**config.mk**
```make
export PLATFORM = sky130hd
export DESIGN_NAME = two_axis_rotator_ramp_control
export DESIGN_NICKNAME = d
export VERILOG_FILES = /design/src/hdl/tarrc_pkg.sv /design/src/hdl/tarrc_axis_ramp.sv /design/src/hdl/two_axis_rotator_ramp_control.sv
export SDC_FILE = /design/constraint.sdc
export NUM_CORES = 2
export LEC_CHECK = 0
export ABC_AREA = 1
export BUFFER_PORTS_ARGS = -buffer_cell sky130_fd_sc_hd__buf_2
export CORE_MARGIN = 1
export CORE_UTILIZATION = 35
export CTS_BUF_LIST = sky130_fd_sc_hd__clkbuf_16
export DETAILED_ROUTE_END_ITERATION = 12
export PLACE_DENSITY = 0.53
export SLEW_MARGIN = 0
export SYNTH_ARGS = -nofsm -noshare
export SYNTH_HDL_FRONTEND = slang
export SYNTH_SLANG_ARGS = --single-unit
```
**constraint.sdc**
```tcl
create_clock -name aclk -period 14.05 [get_ports aclk]
set_clock_uncertainty 0.05 [all_clocks]
set_input_delay 4.215 -clock aclk [delete_from_list [all_inputs] [get_ports aclk]]
set_output_delay 4.215 -clock aclk [all_outputs]
set_load 0.1 [all_outputs]
```
**src/hdl/tarrc_pkg.sv**
```systemverilog
package tarrc_pkg;

    // Fixed-point formats
    localparam int FRACTION_BITS       = 8;
    localparam int ANGLE_FRACTION_BITS = 4;

    // Widths of the internal speed path
    localparam int SPEED_W = 18;
    localparam int WANT_W  = 8 + FRACTION_BITS + 1;
    localparam int STEP_SHL = (FRACTION_BITS >= 8) ? FRACTION_BITS - 8 : 0;
    localparam int STEP_SHR = (FRACTION_BITS < 8) ? 8 - FRACTION_BITS : 0;
    localparam int STEP_W  = 32 + STEP_SHL;
    localparam int SUM_W   = STEP_W + 2;

    // Speed saturation and snap window
    localparam int SPEED_LIMIT_RAW = 255 * (1 << FRACTION_BITS);
    localparam int SPEED_LIMIT = (SPEED_LIMIT_RAW > 131071) ? 131071 : SPEED_LIMIT_RAW;
    localparam int SNAP_WINDOW = 5 * (1 << FRACTION_BITS);

    // Common angle width for both axes (azimuth is the wider one)
    localparam int ANGLE_W = 14;

    // Azimuth wrap constants
    localparam int DEG_HALF_TURN = 180;
    localparam int DEG_FULL_TURN = 360;
    localparam int WRAP_OFFSET   = 92 * DEG_FULL_TURN;
    // Reciprocal of a full turn; the quotient is exact for offset values below 2^17
    localparam int WRAP_SHIFT    = 25;
    localparam int WRAP_RECIP    = (1 << WRAP_SHIFT) / DEG_FULL_TURN + 1;

    typedef enum logic [1:0] {
        ACT_TICK  = 2'd0,
        ACT_SET   = 2'd1,
        ACT_STOP  = 2'd2,
        ACT_ESTOP = 2'd3
    } action_t;

    typedef enum logic [2:0] {
        REG_AZ_MAX_DRIVE     = 3'd0,
        REG_EL_MAX_DRIVE     = 3'd1,
        REG_AZ_RAMP_RATE     = 3'd2,
        REG_EL_RAMP_RATE     = 3'd3,
        REG_AZ_HALF_DEADBAND = 3'd4,
        REG_EL_HALF_DEADBAND = 3'd5,
        REG_EL_LOWER_LIMIT   = 3'd6,
        REG_EL_UPPER_LIMIT   = 3'd7
    } reg_index_t;

    typedef struct packed {
        logic [7:0]  max_drive;
        logic [15:0] ramp_rate;
        logic [11:0] half_deadband;
    } axis_cfg_t;

    // Wrap whole degrees into -180..180, keeping the half-turn edge on the
    // side the value came from.
    function automatic logic signed [8:0] wrap_deg(input logic signed [15:0] a);
        logic [16:0]        v;
        logic [33:0]        prod;
        logic [7:0]         q;
        logic signed [9:0]  r;
        logic signed [8:0]  res;
        v    = 17'(32'(a) + WRAP_OFFSET);
        prod = 34'(v) * 34'(WRAP_RECIP);
        q    = prod[WRAP_SHIFT +: 8];
        r    = $signed(10'(v - 17'(q) * 17'(DEG_FULL_TURN)));
        if (a > 16'(DEG_HALF_TURN)) begin
            res = (r > 10'(DEG_HALF_TURN)) ? 9'(r - 10'(DEG_FULL_TURN)) : 9'(r);
        end else if (a < -16'(DEG_HALF_TURN)) begin
            res = (r >= 10'(DEG_HALF_TURN)) ? 9'(r - 10'(DEG_FULL_TURN)) : 9'(r);
        end else begin
            res = 9'(a);
        end
        return res;
    endfunction

endpackage

```
**src/hdl/tarrc_axis_ramp.sv**
```systemverilog
module tarrc_axis_ramp (
    input  logic                                  movement_off,
    input  logic signed [tarrc_pkg::ANGLE_W-1:0]  cur_angle,
    input  logic signed [tarrc_pkg::ANGLE_W-1:0]  goal_angle,
    input  logic [15:0]                           elapsed_ms,
    input  tarrc_pkg::axis_cfg_t                  cfg,
    input  logic signed [tarrc_pkg::SPEED_W-1:0]  speed,
    output logic signed [tarrc_pkg::SPEED_W-1:0]  speed_next
);

    localparam int CMP_W = tarrc_pkg::ANGLE_W + 1;

    logic signed [tarrc_pkg::WANT_W-1:0] full;
    logic signed [tarrc_pkg::WANT_W-1:0] wanted;
    logic signed [CMP_W-1:0]             cur_lo;
    logic signed [CMP_W-1:0]             cur_hi;
    logic signed [CMP_W-1:0]             goal_x;
    logic [31:0]                         product;
    logic [tarrc_pkg::STEP_W-1:0]        step;
    logic signed [tarrc_pkg::SUM_W-1:0]  speed_x;
    logic signed [tarrc_pkg::SUM_W-1:0]  wanted_x;
    logic signed [tarrc_pkg::SUM_W-1:0]  stepped;
    logic signed [tarrc_pkg::SUM_W-1:0]  clamped;
    logic signed [tarrc_pkg::SUM_W-1:0]  diff;
    logic signed [tarrc_pkg::SUM_W-1:0]  diff_abs;

    localparam logic signed [tarrc_pkg::SUM_W-1:0] LIM_POS = tarrc_pkg::SPEED_LIMIT;
    localparam logic signed [tarrc_pkg::SUM_W-1:0] LIM_NEG = -tarrc_pkg::SPEED_LIMIT;
    localparam logic signed [tarrc_pkg::SUM_W-1:0] SNAP    = tarrc_pkg::SNAP_WINDOW;

    // Wanted drive from the deadband test
    assign full   = $signed(tarrc_pkg::WANT_W'({cfg.max_drive,
                                               {tarrc_pkg::FRACTION_BITS{1'b0}}}));
    assign cur_lo = CMP_W'(cur_angle) - $signed(CMP_W'(cfg.half_deadband));
    assign cur_hi = CMP_W'(cur_angle) + $signed(CMP_W'(cfg.half_deadband));
    assign goal_x = CMP_W'(goal_angle);

    always_comb begin
        priority if (movement_off) begin
            wanted = '0;
        end else if (cur_lo > goal_x) begin
            wanted = -full;
        end else if (cur_hi < goal_x) begin
            wanted = full;
        end else begin
            wanted = '0;
        end
    end

    // Step toward the wanted speed, saturate, then snap when close
    assign product  = 32'(cfg.ramp_rate) * 32'(elapsed_ms);
    assign step     = (tarrc_pkg::STEP_W'(product) << tarrc_pkg::STEP_SHL)
                      >> tarrc_pkg::STEP_SHR;
    assign speed_x  = tarrc_pkg::SUM_W'(speed);
    assign wanted_x = tarrc_pkg::SUM_W'(wanted);

    always_comb begin
        if (wanted_x > speed_x) begin
            stepped = speed_x + $signed({2'b00, step});
        end else begin
            stepped = speed_x - $signed({2'b00, step});
        end

        priority if (stepped > LIM_POS) begin
            clamped = LIM_POS;
        end else if (stepped < LIM_NEG) begin
            clamped = LIM_NEG;
        end else begin
            clamped = stepped;
        end

        diff     = wanted_x - clamped;
        diff_abs = (diff < 0) ? -diff : diff;

        priority if (wanted_x == speed_x) begin
            speed_next = speed;
        end else if (diff_abs < SNAP) begin
            speed_next = tarrc_pkg::SPEED_W'(wanted_x);
        end else begin
            speed_next = tarrc_pkg::SPEED_W'(clamped);
        end
    end

endmodule

```
**src/hdl/two_axis_rotator_ramp_control.sv**
```systemverilog
// Each accepted beat is registered at the input, its result at the output.
// Throughput: one beat per cycle; both axis updates and the goal handling
// finish in the single compute stage behind the input register.
// A stall on m_tready holds the output register and backs up into s_tready.
// Reset (aresetn low, synchronous): pipeline empty, state zero, goal not
// loaded, movement enabled, configuration at its documented defaults.
module two_axis_rotator_ramp_control (
    input  logic        aclk,
    input  logic        aresetn,

    input  logic        s_tvalid,
    output logic        s_tready,
    // [12:0] measured_azimuth, [24:13] measured_elevation, [40:25] elapsed_ms,
    // [56:41] wanted_azimuth, [72:57] wanted_elevation, [79:73] zero
    input  logic [79:0] s_tdata,
    // [1:0] action
    input  logic [1:0]  s_tuser,

    output logic        m_tvalid,
    input  logic        m_tready,
    // [8:0] az_drive, [17:9] el_drive, [18] halted, [31:19] current_azimuth,
    // [43:32] current_elevation, [47:44] zero
    output logic [47:0] m_tdata,

    input  logic        cfg_we,
    input  logic [2:0]  cfg_index,
    input  logic [15:0] cfg_data
);

    localparam int SW = tarrc_pkg::SPEED_W;
    localparam int AW = tarrc_pkg::ANGLE_W;

    // ------------------------------------------------------------------
    // Configuration registers
    // ------------------------------------------------------------------
    logic [7:0]         az_max_drive_reg;
    logic [7:0]         el_max_drive_reg;
    logic [15:0]        az_ramp_rate_reg;
    logic [15:0]        el_ramp_rate_reg;
    logic [11:0]        az_half_deadband_reg;
    logic [10:0]        el_half_deadband_reg;
    logic signed [7:0]  el_lower_limit_reg;
    logic signed [7:0]  el_upper_limit_reg;

    always_ff @(posedge aclk) begin
        if (!aresetn) begin
            az_max_drive_reg     <= 8'd255;
            el_max_drive_reg     <= 8'd255;
            az_ramp_rate_reg     <= 16'd128;
            el_ramp_rate_reg     <= 16'd128;
            az_half_deadband_reg <= 12'd16;
            el_half_deadband_reg <= 11'd16;
            el_lower_limit_reg   <= 8'sd0;
            el_upper_limit_reg   <= 8'sd90;
        end else if (cfg_we) begin
            unique case (tarrc_pkg::reg_index_t'(cfg_index))
                tarrc_pkg::REG_AZ_MAX_DRIVE:     az_max_drive_reg     <= cfg_data[7:0];
                tarrc_pkg::REG_EL_MAX_DRIVE:     el_max_drive_reg     <= cfg_data[7:0];
                tarrc_pkg::REG_AZ_RAMP_RATE:     az_ramp_rate_reg     <= cfg_data;
                tarrc_pkg::REG_EL_RAMP_RATE:     el_ramp_rate_reg     <= cfg_data;
                tarrc_pkg::REG_AZ_HALF_DEADBAND: az_half_deadband_reg <= cfg_data[11:0];
                tarrc_pkg::REG_EL_HALF_DEADBAND: el_half_deadband_reg <= cfg_data[10:0];
                tarrc_pkg::REG_EL_LOWER_LIMIT:   el_lower_limit_reg   <= cfg_data[7:0];
                tarrc_pkg::REG_EL_UPPER_LIMIT:   el_upper_limit_reg   <= cfg_data[7:0];
                default: ;
            endcase
        end
    end

    // ------------------------------------------------------------------
    // Input register stage
    // ------------------------------------------------------------------
    logic                  in_valid_reg;
    tarrc_pkg::action_t    in_action_reg;
    logic signed [12:0]    in_maz_reg;
    logic signed [11:0]    in_mel_reg;
    logic [15:0]           in_ms_reg;
    logic signed [15:0]    in_waz_reg;
    logic signed [15:0]    in_wel_reg;
    logic                  adv;

    // adv moves the held input beat through the compute stage into the
    // output register; state is committed on the same edge.
    assign adv      = in_valid_reg && (!m_tvalid || m_tready);
    assign s_tready = !in_valid_reg || adv;

    always_ff @(posedge aclk) begin
        if (!aresetn) begin
            in_valid_reg <= 1'b0;
        end else if (s_tready) begin
            in_valid_reg <= s_tvalid;
        end
    end

    always_ff @(posedge aclk) begin
        if (s_tvalid && s_tready) begin
            in_action_reg <= tarrc_pkg::action_t'(s_tuser);
            in_maz_reg    <= s_tdata[12:0];
            in_mel_reg    <= s_tdata[24:13];
            in_ms_reg     <= s_tdata[40:25];
            in_waz_reg    <= s_tdata[56:41];
            in_wel_reg    <= s_tdata[72:57];
        end
    end

    // ------------------------------------------------------------------
    // Controller state
    // ------------------------------------------------------------------
    logic signed [12:0]    goal_az_reg, goal_az_next;
    logic signed [11:0]    goal_el_reg, goal_el_next;
    logic                  goal_loaded_reg;
    logic signed [SW-1:0]  az_speed_reg, az_speed_next;
    logic signed [SW-1:0]  el_speed_reg, el_speed_next;
    logic                  movement_off_reg, movement_off_next;
    logic signed [12:0]    last_az_reg, last_az_next;
    logic signed [11:0]    last_el_reg, last_el_next;

    // The very first beat after reset seeds the goal from its measurement,
    // before the action itself is applied.
    logic signed [12:0]    goal_az_eff;
    logic signed [11:0]    goal_el_eff;
    assign goal_az_eff = goal_loaded_reg ? goal_az_reg : in_maz_reg;
    assign goal_el_eff = goal_loaded_reg ? goal_el_reg : in_mel_reg;

    // Set-target arithmetic: wrap azimuth, clamp elevation (upper, then lower
    // so the lower limit wins when the two are crossed), scale to 1/16 deg.
    logic signed [8:0]     waz_wrapped;
    logic signed [15:0]    wel_hi_clamped;
    logic signed [15:0]    wel_clamped;
    logic signed [7:0]     wel_deg;
    logic signed [12:0]    set_goal_az;
    logic signed [11:0]    set_goal_el;

    assign waz_wrapped    = tarrc_pkg::wrap_deg(in_waz_reg);
    assign wel_hi_clamped = (in_wel_reg > 16'(el_upper_limit_reg)) ?
                            16'(el_upper_limit_reg) : in_wel_reg;
    assign wel_clamped    = (wel_hi_clamped < 16'(el_lower_limit_reg)) ?
                            16'(el_lower_limit_reg) : wel_hi_clamped;
    assign wel_deg        = wel_clamped[7:0];
    assign set_goal_az    = 13'(waz_wrapped) <<< tarrc_pkg::ANGLE_FRACTION_BITS;
    assign set_goal_el    = 12'(wel_deg) <<< tarrc_pkg::ANGLE_FRACTION_BITS;

    // Per-axis deadband and ramp
    tarrc_pkg::axis_cfg_t  az_cfg;
    tarrc_pkg::axis_cfg_t  el_cfg;
    logic signed [SW-1:0]  az_ramped;
    logic signed [SW-1:0]  el_ramped;

    assign az_cfg = '{max_drive:     az_max_drive_reg,
                      ramp_rate:     az_ramp_rate_reg,
                      half_deadband: az_half_deadband_reg};
    assign el_cfg = '{max_drive:     el_max_drive_reg,
                      ramp_rate:     el_ramp_rate_reg,
                      half_deadband: 12'(el_half_deadband_reg)};

    tarrc_axis_ramp u_az_ramp (
        .movement_off (movement_off_reg),
        .cur_angle    (AW'(in_maz_reg)),
        .goal_angle   (AW'(goal_az_eff)),
        .elapsed_ms   (in_ms_reg),
        .cfg          (az_cfg),
        .speed        (az_speed_reg),
        .speed_next   (az_ramped)
    );

    // Elevation ramps at its own rate
    tarrc_axis_ramp u_el_ramp (
        .movement_off (movement_off_reg),
        .cur_angle    (AW'(in_mel_reg)),
        .goal_angle   (AW'(goal_el_eff)),
        .elapsed_ms   (in_ms_reg),
        .cfg          (el_cfg),
        .speed        (el_speed_reg),
        .speed_next   (el_ramped)
    );

    always_comb begin
        goal_az_next      = goal_az_eff;
        goal_el_next      = goal_el_eff;
        az_speed_next     = az_speed_reg;
        el_speed_next     = el_speed_reg;
        movement_off_next = movement_off_reg;
        last_az_next      = in_maz_reg;
        last_el_next      = in_mel_reg;
        unique case (in_action_reg)
            tarrc_pkg::ACT_SET: begin
                // Measurement is ignored: keep the last one reported
                goal_az_next      = set_goal_az;
                goal_el_next      = set_goal_el;
                movement_off_next = 1'b0;
                last_az_next      = last_az_reg;
                last_el_next      = last_el_reg;
            end
            tarrc_pkg::ACT_TICK: begin
                az_speed_next = az_ramped;
                el_speed_next = el_ramped;
            end
            tarrc_pkg::ACT_STOP: begin
                goal_az_next = in_maz_reg;
                goal_el_next = in_mel_reg;
            end
            tarrc_pkg::ACT_ESTOP: begin
                goal_az_next      = in_maz_reg;
                goal_el_next      = in_mel_reg;
                az_speed_next     = '0;
                el_speed_next     = '0;
                movement_off_next = 1'b1;
            end
            default: ;
        endcase
    end

    always_ff @(posedge aclk) begin
        if (!aresetn) begin
            goal_az_reg      <= '0;
            goal_el_reg      <= '0;
            goal_loaded_reg  <= 1'b0;
            az_speed_reg     <= '0;
            el_speed_reg     <= '0;
            movement_off_reg <= 1'b0;
            last_az_reg      <= '0;
            last_el_reg      <= '0;
        end else if (adv) begin
            goal_az_reg      <= goal_az_next;
            goal_el_reg      <= goal_el_next;
            goal_loaded_reg  <= 1'b1;
            az_speed_reg     <= az_speed_next;
            el_speed_reg     <= el_speed_next;
            movement_off_reg <= movement_off_next;
            last_az_reg      <= last_az_next;
            last_el_reg      <= last_el_next;
        end
    end

    // ------------------------------------------------------------------
    // Output register: drive is speed truncated toward zero
    // ------------------------------------------------------------------
    function automatic logic signed [8:0] to_drive(input logic signed [SW-1:0] spd);
        logic [SW:0] mag;
        logic [8:0]  mag_d;
        mag   = (spd < 0) ? (SW+1)'(-(SW+1)'(spd)) : (SW+1)'(spd);
        mag_d = 9'(mag >> tarrc_pkg::FRACTION_BITS);
        return (spd < 0) ? -$signed(mag_d) : $signed(mag_d);
    endfunction

    logic        m_tvalid_reg;
    logic [47:0] m_tdata_reg;

    always_ff @(posedge aclk) begin
        if (!aresetn) begin
            m_tvalid_reg <= 1'b0;
        end else if (adv) begin
            m_tvalid_reg <= 1'b1;
        end else if (m_tready) begin
            m_tvalid_reg <= 1'b0;
        end
    end

    always_ff @(posedge aclk) begin
        if (adv) begin
            m_tdata_reg <= {4'b0000,
                            last_el_next,
                            last_az_next,
                            movement_off_next,
                            to_drive(el_speed_next),
                            to_drive(az_speed_next)};
        end
    end

    assign m_tvalid = m_tvalid_reg;
    assign m_tdata  = m_tdata_reg;

    // ------------------------------------------------------------------
    // Assertions
    // ------------------------------------------------------------------
    a_estop_zeroes: assert property (@(posedge aclk) disable iff (!aresetn)
        (adv && in_action_reg == tarrc_pkg::ACT_ESTOP) |=>
            (m_tvalid && m_tdata[18] && m_tdata[17:0] == 18'd0))
        else $error("emergency stop did not zero drives and halt");

    a_set_enables: assert property (@(posedge aclk) disable iff (!aresetn)
        (adv && in_action_reg == tarrc_pkg::ACT_SET) |=> !movement_off_reg)
        else $error("set target did not re-enable movement");

    a_speed_holds: assert property (@(posedge aclk) disable iff (!aresetn)
        !adv |=> ($stable(az_speed_reg) && $stable(el_speed_reg)))
        else $error("speed changed without an item");

    a_goal_load: assert property (@(posedge aclk) disable iff (!aresetn)
        $rose(goal_loaded_reg) |-> $past(adv))
        else $error("goal loaded without an item");

    a_out_on_adv: assert property (@(posedge aclk) disable iff (!aresetn)
        (m_tvalid && !m_tready && !adv) |=> m_tvalid)
        else $error("stalled result dropped");

endmodule
```
### Word level (Yosys, flattened, before mapping)

Cells that the tools add are included.

| word-level totals | value |
|---|---|
| flip-flop bits (word level) | 296 |
| bits in latches | 0 |
| bits in writable memories | 0 |
| ROM bits | 0 |
| bits of input ports | 106 |
| output and inout port bits | 50 |
| logic and storage cells | 141 |
| memories | 0 |

| operators by class | value |
|---|---|
| add/sub/neg operators | 21 |
| $mul | 4 |
| div/mod/pow operators | 0 |
| order comparisons | 22 |
| equal/unequal tests | 12 |
| shift operators | 0 |
| multiplexer cells | 39 |
| bitwise operators | 0 |
| reductions and logical operators | 18 |

Operators with widths:

| kind | number |
|---|---|
| 2-to-1 mux 34 bit | 8 |
| 2-to-1 mux 17 bit | 6 |
| 2-to-1 mux 18 bit | 4 |
| one-hot mux 18 bit (2 select lines) | 2 |
| adder 18 x 33 -> 34 bit | 2 |
| greater-than comparator 34 x 17 -> 1 bit (second input constant) | 2 |
| less-than comparator 34 x 1 -> 1 bit (second input constant) | 2 |
| less-than comparator 34 x 12 -> 1 bit (second input constant) | 2 |
| less-than comparator 34 x 17 -> 1 bit (second input constant) | 2 |
| negation 34 bit | 2 |
| subtractor 17 x 34 -> 34 bit | 2 |
| subtractor 18 x 33 -> 34 bit | 2 |
| multiplier 16 x 16 -> 32 bit | 2 |
| 2-to-1 mux 9 bit | 6 |
| 2-to-1 mux 16 bit | 3 |
| equality test 17 x 18 -> 1 bit | 2 |
| greater-than comparator 17 x 18 -> 1 bit | 2 |
| less-than comparator 18 x 1 -> 1 bit (second input constant) | 2 |
| negation 16 -> 17 bit | 2 |
| negation 17 bit | 2 |
| multiplier 17 x 17 -> 33 bit (second input constant) | 1 |
| 2-to-1 mux 13 bit | 2 |
| one-hot mux 13 bit (2 select lines) | 1 |
| 2-to-1 mux 12 bit | 2 |
| other kinds (36) | 53 |

### Logic depth before layout (Yosys ltp)

| depth | value |
|---|---|
| depth in word-level cells | 21 |
| mapped depth | 115 |
| mapped depth without buffers | 110 |

### Cells and area by module

A second synthesis with hierarchy kept.

| second synthesis, totals | value |
|---|---|
| cells, all modules | 8414 |
| area, all modules | 56025.0 sq um |

Modules (own cells, without submodules):

| module | times used | cells each | area an instance (sq um) | seq. area each (sq um) |
|---|---|---|---|---|
| two_axis_rotator_ramp_control | 1 | 2239 | 18829.3 | 7116.8 |
| tarrc_axis_ramp (u_az_ramp) | 1 | 3079 | 18607.8 | 0.0 |
| tarrc_axis_ramp (u_el_ramp) | 1 | 3096 | 18587.8 | 0.0 |

### Least setup slack after synthesis

OpenSTA, ideal clock, no wires.

| path | value |
|---|---|
| kind | flip-flop to flip-flop |
| start | register el_ramp_rate_reg[9] |
| end | register m_tdata_reg[17] (netlist: m_tdata[17]), data pin |
| library setup time | 252 ps |
| data arrival time | 13556 ps |
| data required time | 13748 ps |
| path slack | 192 ps |
| cell stages (with the launch flop) | 82 |
| path buffers | 6 |
| period minus slack after synthesis | 13858 ps |
| cells stage by stage | dfxtp_1 > clkbuf_1 > clkbuf_1 > nand2_1 > fa_1 > fa_1 > fa_1 > inv_1 > fa_1 > fa_1 > inv_1 > fa_1 > inv_1 > ha_1 > a21oi_1 > a21boi_0 > o21ai_0 > xor2_1 > (+46 left out) > nand2_4 > buf_6 > nor2_1 > nand3_1 > nand2_1 > nor2_1 > nand2_2 > nor2_4 > nor2_1 > xor2_1 > ha_1 > nand3_2 > nor2_2 > nand2_1 > nand2_1 > nand2_1 > nand2_1 > nand2_1 |

| between the ends | value |
|---|---|
| word-level cells in the longest chain between the ends | 17 |
| elaborated cells between the ends (all ways) | 21 |
| classes of those cells | 6 x add/sub; 1 x mul; 5 x order compare; 9 x mux |

RTL lines:

| element | line | text |
|---|---|---|
| start, declared | two_axis_rotator_ramp_control.sv:39 | `logic [15:0] el_ramp_rate_reg;` |
| start signal, assigned | two_axis_rotator_ramp_control.sv:60 | `tarrc_pkg::REG_EL_RAMP_RATE: el_ramp_rate_reg <= cfg_data;` |
| multiplier 16 x 16 -> 32 bit (*) | tarrc_axis_ramp.sv:51 | `assign product = 32'(cfg.ramp_rate) * 32'(elapsed_ms);` |
| subtractor 18 x 33 -> 34 bit / adder 18 x 33 -> 34 bit (equally long branches) | tarrc_axis_ramp.sv:61, tarrc_axis_ramp.sv:59 |  |
| 2-to-1 mux 34 bit (*) | tarrc_axis_ramp.sv:58 | `if (wanted_x > speed_x) begin` |
| less-than comparator 34 x 17 -> 1 bit | tarrc_axis_ramp.sv:66 | `end else if (stepped < LIM_NEG) begin` |
| 2-to-1 mux 34 bit | tarrc_axis_ramp.sv:66 |  |
| 2-to-1 mux 34 bit (*) | tarrc_axis_ramp.sv:64 | `priority if (stepped > LIM_POS) begin` |
| subtractor 17 x 34 -> 34 bit | tarrc_axis_ramp.sv:72 | `diff = wanted_x - clamped;` |
| negation 34 bit / less-than comparator 34 x 1 -> 1 bit (equally long branches) | tarrc_axis_ramp.sv:73 | `diff_abs = (diff < 0) ? -diff : diff;` |
| 2-to-1 mux 34 bit | tarrc_axis_ramp.sv:73 |  |
| less-than comparator 34 x 12 -> 1 bit | tarrc_axis_ramp.sv:77 | `end else if (diff_abs < SNAP) begin` |
| 2-to-1 mux 18 bit (*) | tarrc_axis_ramp.sv:77 |  |
| 2-to-1 mux 18 bit (*) | tarrc_axis_ramp.sv:75 | `priority if (wanted_x == speed_x) begin` |
| one-hot mux 18 bit (2 select lines) (*) | two_axis_rotator_ramp_control.sv:185 | `unique case (in_action_reg)` |
| negation 17 bit / less-than comparator 18 x 1 -> 1 bit (equally long branches) | two_axis_rotator_ramp_control.sv:241, two_axis_rotator_ramp_control.sv:243 |  |
| 2-to-1 mux 17 bit | two_axis_rotator_ramp_control.sv:241 | `mag = (spd < 0) ? (SW+1)'(-(SW+1)'(spd)) : (SW+1)'(spd);` |
| negation 9 bit | two_axis_rotator_ramp_control.sv:243 | `return (spd < 0) ? -$signed(mag_d) : $signed(mag_d);` |
| 2-to-1 mux 9 bit (*) | two_axis_rotator_ramp_control.sv:243 |  |
| end signal, assigned | two_axis_rotator_ramp_control.sv:261 | `m_tdata_reg <= {4'b0000,` |
| end, declared | two_axis_rotator_ramp_control.sv:247 | `logic [47:0] m_tdata_reg;` |

Mark *: on every way between the ends. The rest lies on a longest branch, timed or not.
A chain may end at the register's enable or synchronous reset.

### Worst setup path after layout

| path | value |
|---|---|
| start | register in_ms_reg[6] |
| end | register m_tdata_reg[16] (netlist: m_tdata[16]), data pin |

| between the ends | value |
|---|---|
| word-level cells in the longest chain between the ends | 17 |
| elaborated cells between the ends (all ways) | 21 |
| classes of those cells | 6 x add/sub; 1 x mul; 5 x order compare; 9 x mux |

RTL lines:

| element | line | text |
|---|---|---|
| start, declared | two_axis_rotator_ramp_control.sv:77 | `logic [15:0] in_ms_reg;` |
| start signal, assigned | two_axis_rotator_ramp_control.sv:100 | `in_ms_reg <= s_tdata[40:25];` |
| multiplier 16 x 16 -> 32 bit (*) | tarrc_axis_ramp.sv:51 |  |
| subtractor 18 x 33 -> 34 bit / adder 18 x 33 -> 34 bit (equally long branches) | tarrc_axis_ramp.sv:61, tarrc_axis_ramp.sv:59 |  |
| 2-to-1 mux 34 bit (*) | tarrc_axis_ramp.sv:58 |  |
| less-than comparator 34 x 17 -> 1 bit | tarrc_axis_ramp.sv:66 |  |
| 2-to-1 mux 34 bit | tarrc_axis_ramp.sv:66 |  |
| 2-to-1 mux 34 bit (*) | tarrc_axis_ramp.sv:64 |  |
| subtractor 17 x 34 -> 34 bit | tarrc_axis_ramp.sv:72 |  |
| negation 34 bit / less-than comparator 34 x 1 -> 1 bit (equally long branches) | tarrc_axis_ramp.sv:73 |  |
| 2-to-1 mux 34 bit | tarrc_axis_ramp.sv:73 |  |
| less-than comparator 34 x 12 -> 1 bit | tarrc_axis_ramp.sv:77 |  |
| 2-to-1 mux 18 bit (*) | tarrc_axis_ramp.sv:77 |  |
| 2-to-1 mux 18 bit (*) | tarrc_axis_ramp.sv:75 |  |
| one-hot mux 18 bit (2 select lines) (*) | two_axis_rotator_ramp_control.sv:185 |  |
| negation 17 bit / less-than comparator 18 x 1 -> 1 bit (equally long branches) | two_axis_rotator_ramp_control.sv:241, two_axis_rotator_ramp_control.sv:243 |  |
| 2-to-1 mux 17 bit | two_axis_rotator_ramp_control.sv:241 |  |
| negation 9 bit | two_axis_rotator_ramp_control.sv:243 |  |
| 2-to-1 mux 9 bit (*) | two_axis_rotator_ramp_control.sv:243 |  |

Marks and branches as above.

==> results_dict.tcl <==
set metrics [dict create \
    outcome "complete, no violations" \
    end_kind "flip-flop" \
    cp_data_arrival_time_ns 14.26 \
    fin_area_um2 73200 \
    start_util_pct 35.4 \
    ys_ff_latch 296 \
    largest_register_ffs 44 \
    finalWeightedCongestion 0.910 \
    drc 0 \
    clk-insertion-delay-late_ns 0.61 \
    grt_max_degree 76 \
    synth_top_cell_by_area "fa_1" \
    die_y_um 395 \
    syn_area_um2 54100 \
    yosys_most_used_dff "dfxtp_1" \
    clock-sinks 296 \
    postCtsHoldBufs 0 \
    setup_viol 0 \
    synth_cell_types 67 \
    post_drt_wl_per_cell_um 15.5 \
    post_drt_via_cell_ratio 4.80 \
    first_pass_iters 5 \
    die_area_um2 156000 \
    grt_pass1_vias 53600 \
    cp_max_fo 7 \
    grt_setup_unrepaired "true" \
    dpl.hpwl_um 145000 \
    grt_use_total_pct 22.1 \
    period_share_pct 99.3 \
    yosysWarnings 0 \
    post-route-min-period_ns 13.95 \
    drive_above_1_share_pct 27.3 \
    place_area_um2 66500 \
    grt_first_pass_wirelength_um 280000 \
    grt_antenna_before_repair 6 \
    overflow 0 \
    synthTopCellsByArea "fa_1 (18%), ha_1 (14%), nand2_1 (14%)" \
    yosysTopAreaCellShare_pct 18.0 \
    seq_area_frac_synth_pct 13.2 \
    crit_slowest_cell "fa_1" \
    final_common_cell "nand2_1" \
    pin_count 156 \
    cts_buffer_depth 3 \
    slew_headroom_pct 31.0 \
    dr.first_iter.drc_count 3023 \
    fin_ws_ns 0.0995 \
    critPathKind "reg -> reg" \
    timing.fmax_ghz 0.0717 \
    most-common-layout-cells "nand2_1 (1,805), inv_1 (1,578), buf_4 (1,425)" \
    cp.required_ns 14.36 \
    cts_tree "built" \
    hold_viol_final 0 \
    cts-root-buf "clkbuf_16" \
    critPathLaunchType "flip-flop" \
    ys_async_sr_fraction_pct 0 \
    rows 143 \
    drv_slew 0 \
    syn_inst 7913 \
    routed_wl_um 178000 \
    nets 10600 \
    synth-edff-count 119 \
    place.port_buffers 144 \
    critical-path-max-stage-delay_ns 0.57 \
    worst_pin_slew_ns 1.04 \
    dpl_worst_slack_ns -0.947 \
    coreArea_um2 153000 \
    setup_tns_ns 0 \
    hold_path_class "reg -> reg" \
    syn_to_final_growth_pct 35.4 \
    die_w_um 395 \
    avgSynthCellArea_um2 6.83 \
    hold_ws_ns 0.400 \
    clk_pin_slew_worst_paths_ns 0.06 \
    antenna_left 0 \
    htree_levels 2 \
    num_vias 54900 \
    cts_buffers 39 \
    drv_cap 0 \
]
cell type report:
type / count / area, um^2
Fill cell: 15400 / 79400
Multi-Input combinational cell: 5737 / 43400
Timing Repair Buffer: 1636 / 12500
Sequential cell: 296 / 7130
Inverter: 1653 / 6230
Tap cell: 2030 / 2540
Clock buffer: 42 / 1050
Clock inverter: 29 / 314
Antenna cell: 4 / 10.0
Timing Repair inverter: 1 / 7.51
Yosys cell counts, types with 36 or more instances:
cell type,n
nor3_1,91
nand2_1,1962
xnor2_1,58
o21ai_0,390
clkbuf_1,193
a21oi_1,466
dfxtp_1,177
o211ai_1,46
nand3_1,352
xor2_1,197
ha_1,624
nor2_1,564
nand4_1,101
inv_1,1634
fa_1,485
nand2_2,36
edfxtp_1,119
metal layers:
metal,track usage (%),vias up,wire length [um]
met4,3.41,0,2960
met2,36.1,1038,81400
met3,1.99,167,8690
li1,-,27700,-
met5,0,-,0
met1,31.9,25900,84600
logic make-up after synthesis:
family                   Yosys count  share of synthesized area [%]
XOR/XNOR                         256                           4.16
multiplexers                       9                          0.167
AND/OR/NAND/NOR                 3246                           25.2
adder cells (fa/ha/maj)         1109                           32.4
other                              1                        0.00693
flip-flops                       296                           13.2
AO/OA/AOI/OAI                   1112                           11.5
buffers and inverters           1884                           13.4
critical path: cells and delay by family, from the launching register on:
family | cells | cell delay (ns)
fa+ha+maj | 10 | 4.17
simple gates | 36 | 4.09
buf+inv | 28 | 2.80
compound gates | 10 | 1.39
xor+xnor | 4 | 0.71
flops | 1 | 0.44
what timing repair did:
action | in CTS | in global routing
pin swaps | 30 | 326
setup buffers | 32 | 113
resized for setup | 165 | 854
cloned | 4 | 9
setup endpoints to repair | 24 | 54
path summary, 6_finish.rpt:
| kind | depth (start not counted) | to | from | slack, ns |
|---|---|---|---|---|
| hold reg to reg | 2 | last_az_reg[2] | last_az_reg[2] | 0.40 |
| hold / removal | 2 | last_az_reg[2] | last_az_reg[2] | 0.40 |
| setup reg to reg | 88 | m_tdata[16] | in_ms_reg[6] | 0.1 |
| setup / recovery | 88 | m_tdata[16] | in_ms_reg[6] | 0.1 |
metrics by stage:
step	utilization (%)	std cells
final	48.0	11400
after global routing	48.0	11400
after CTS	45.1	11300
after detailed placement	43.6	11200
after global placement	43.6	11200
after floorplan	-	7916
Power is not shown: default switching activity piles up to over one toggle a cycle in this logic, so the estimate is an artifact.
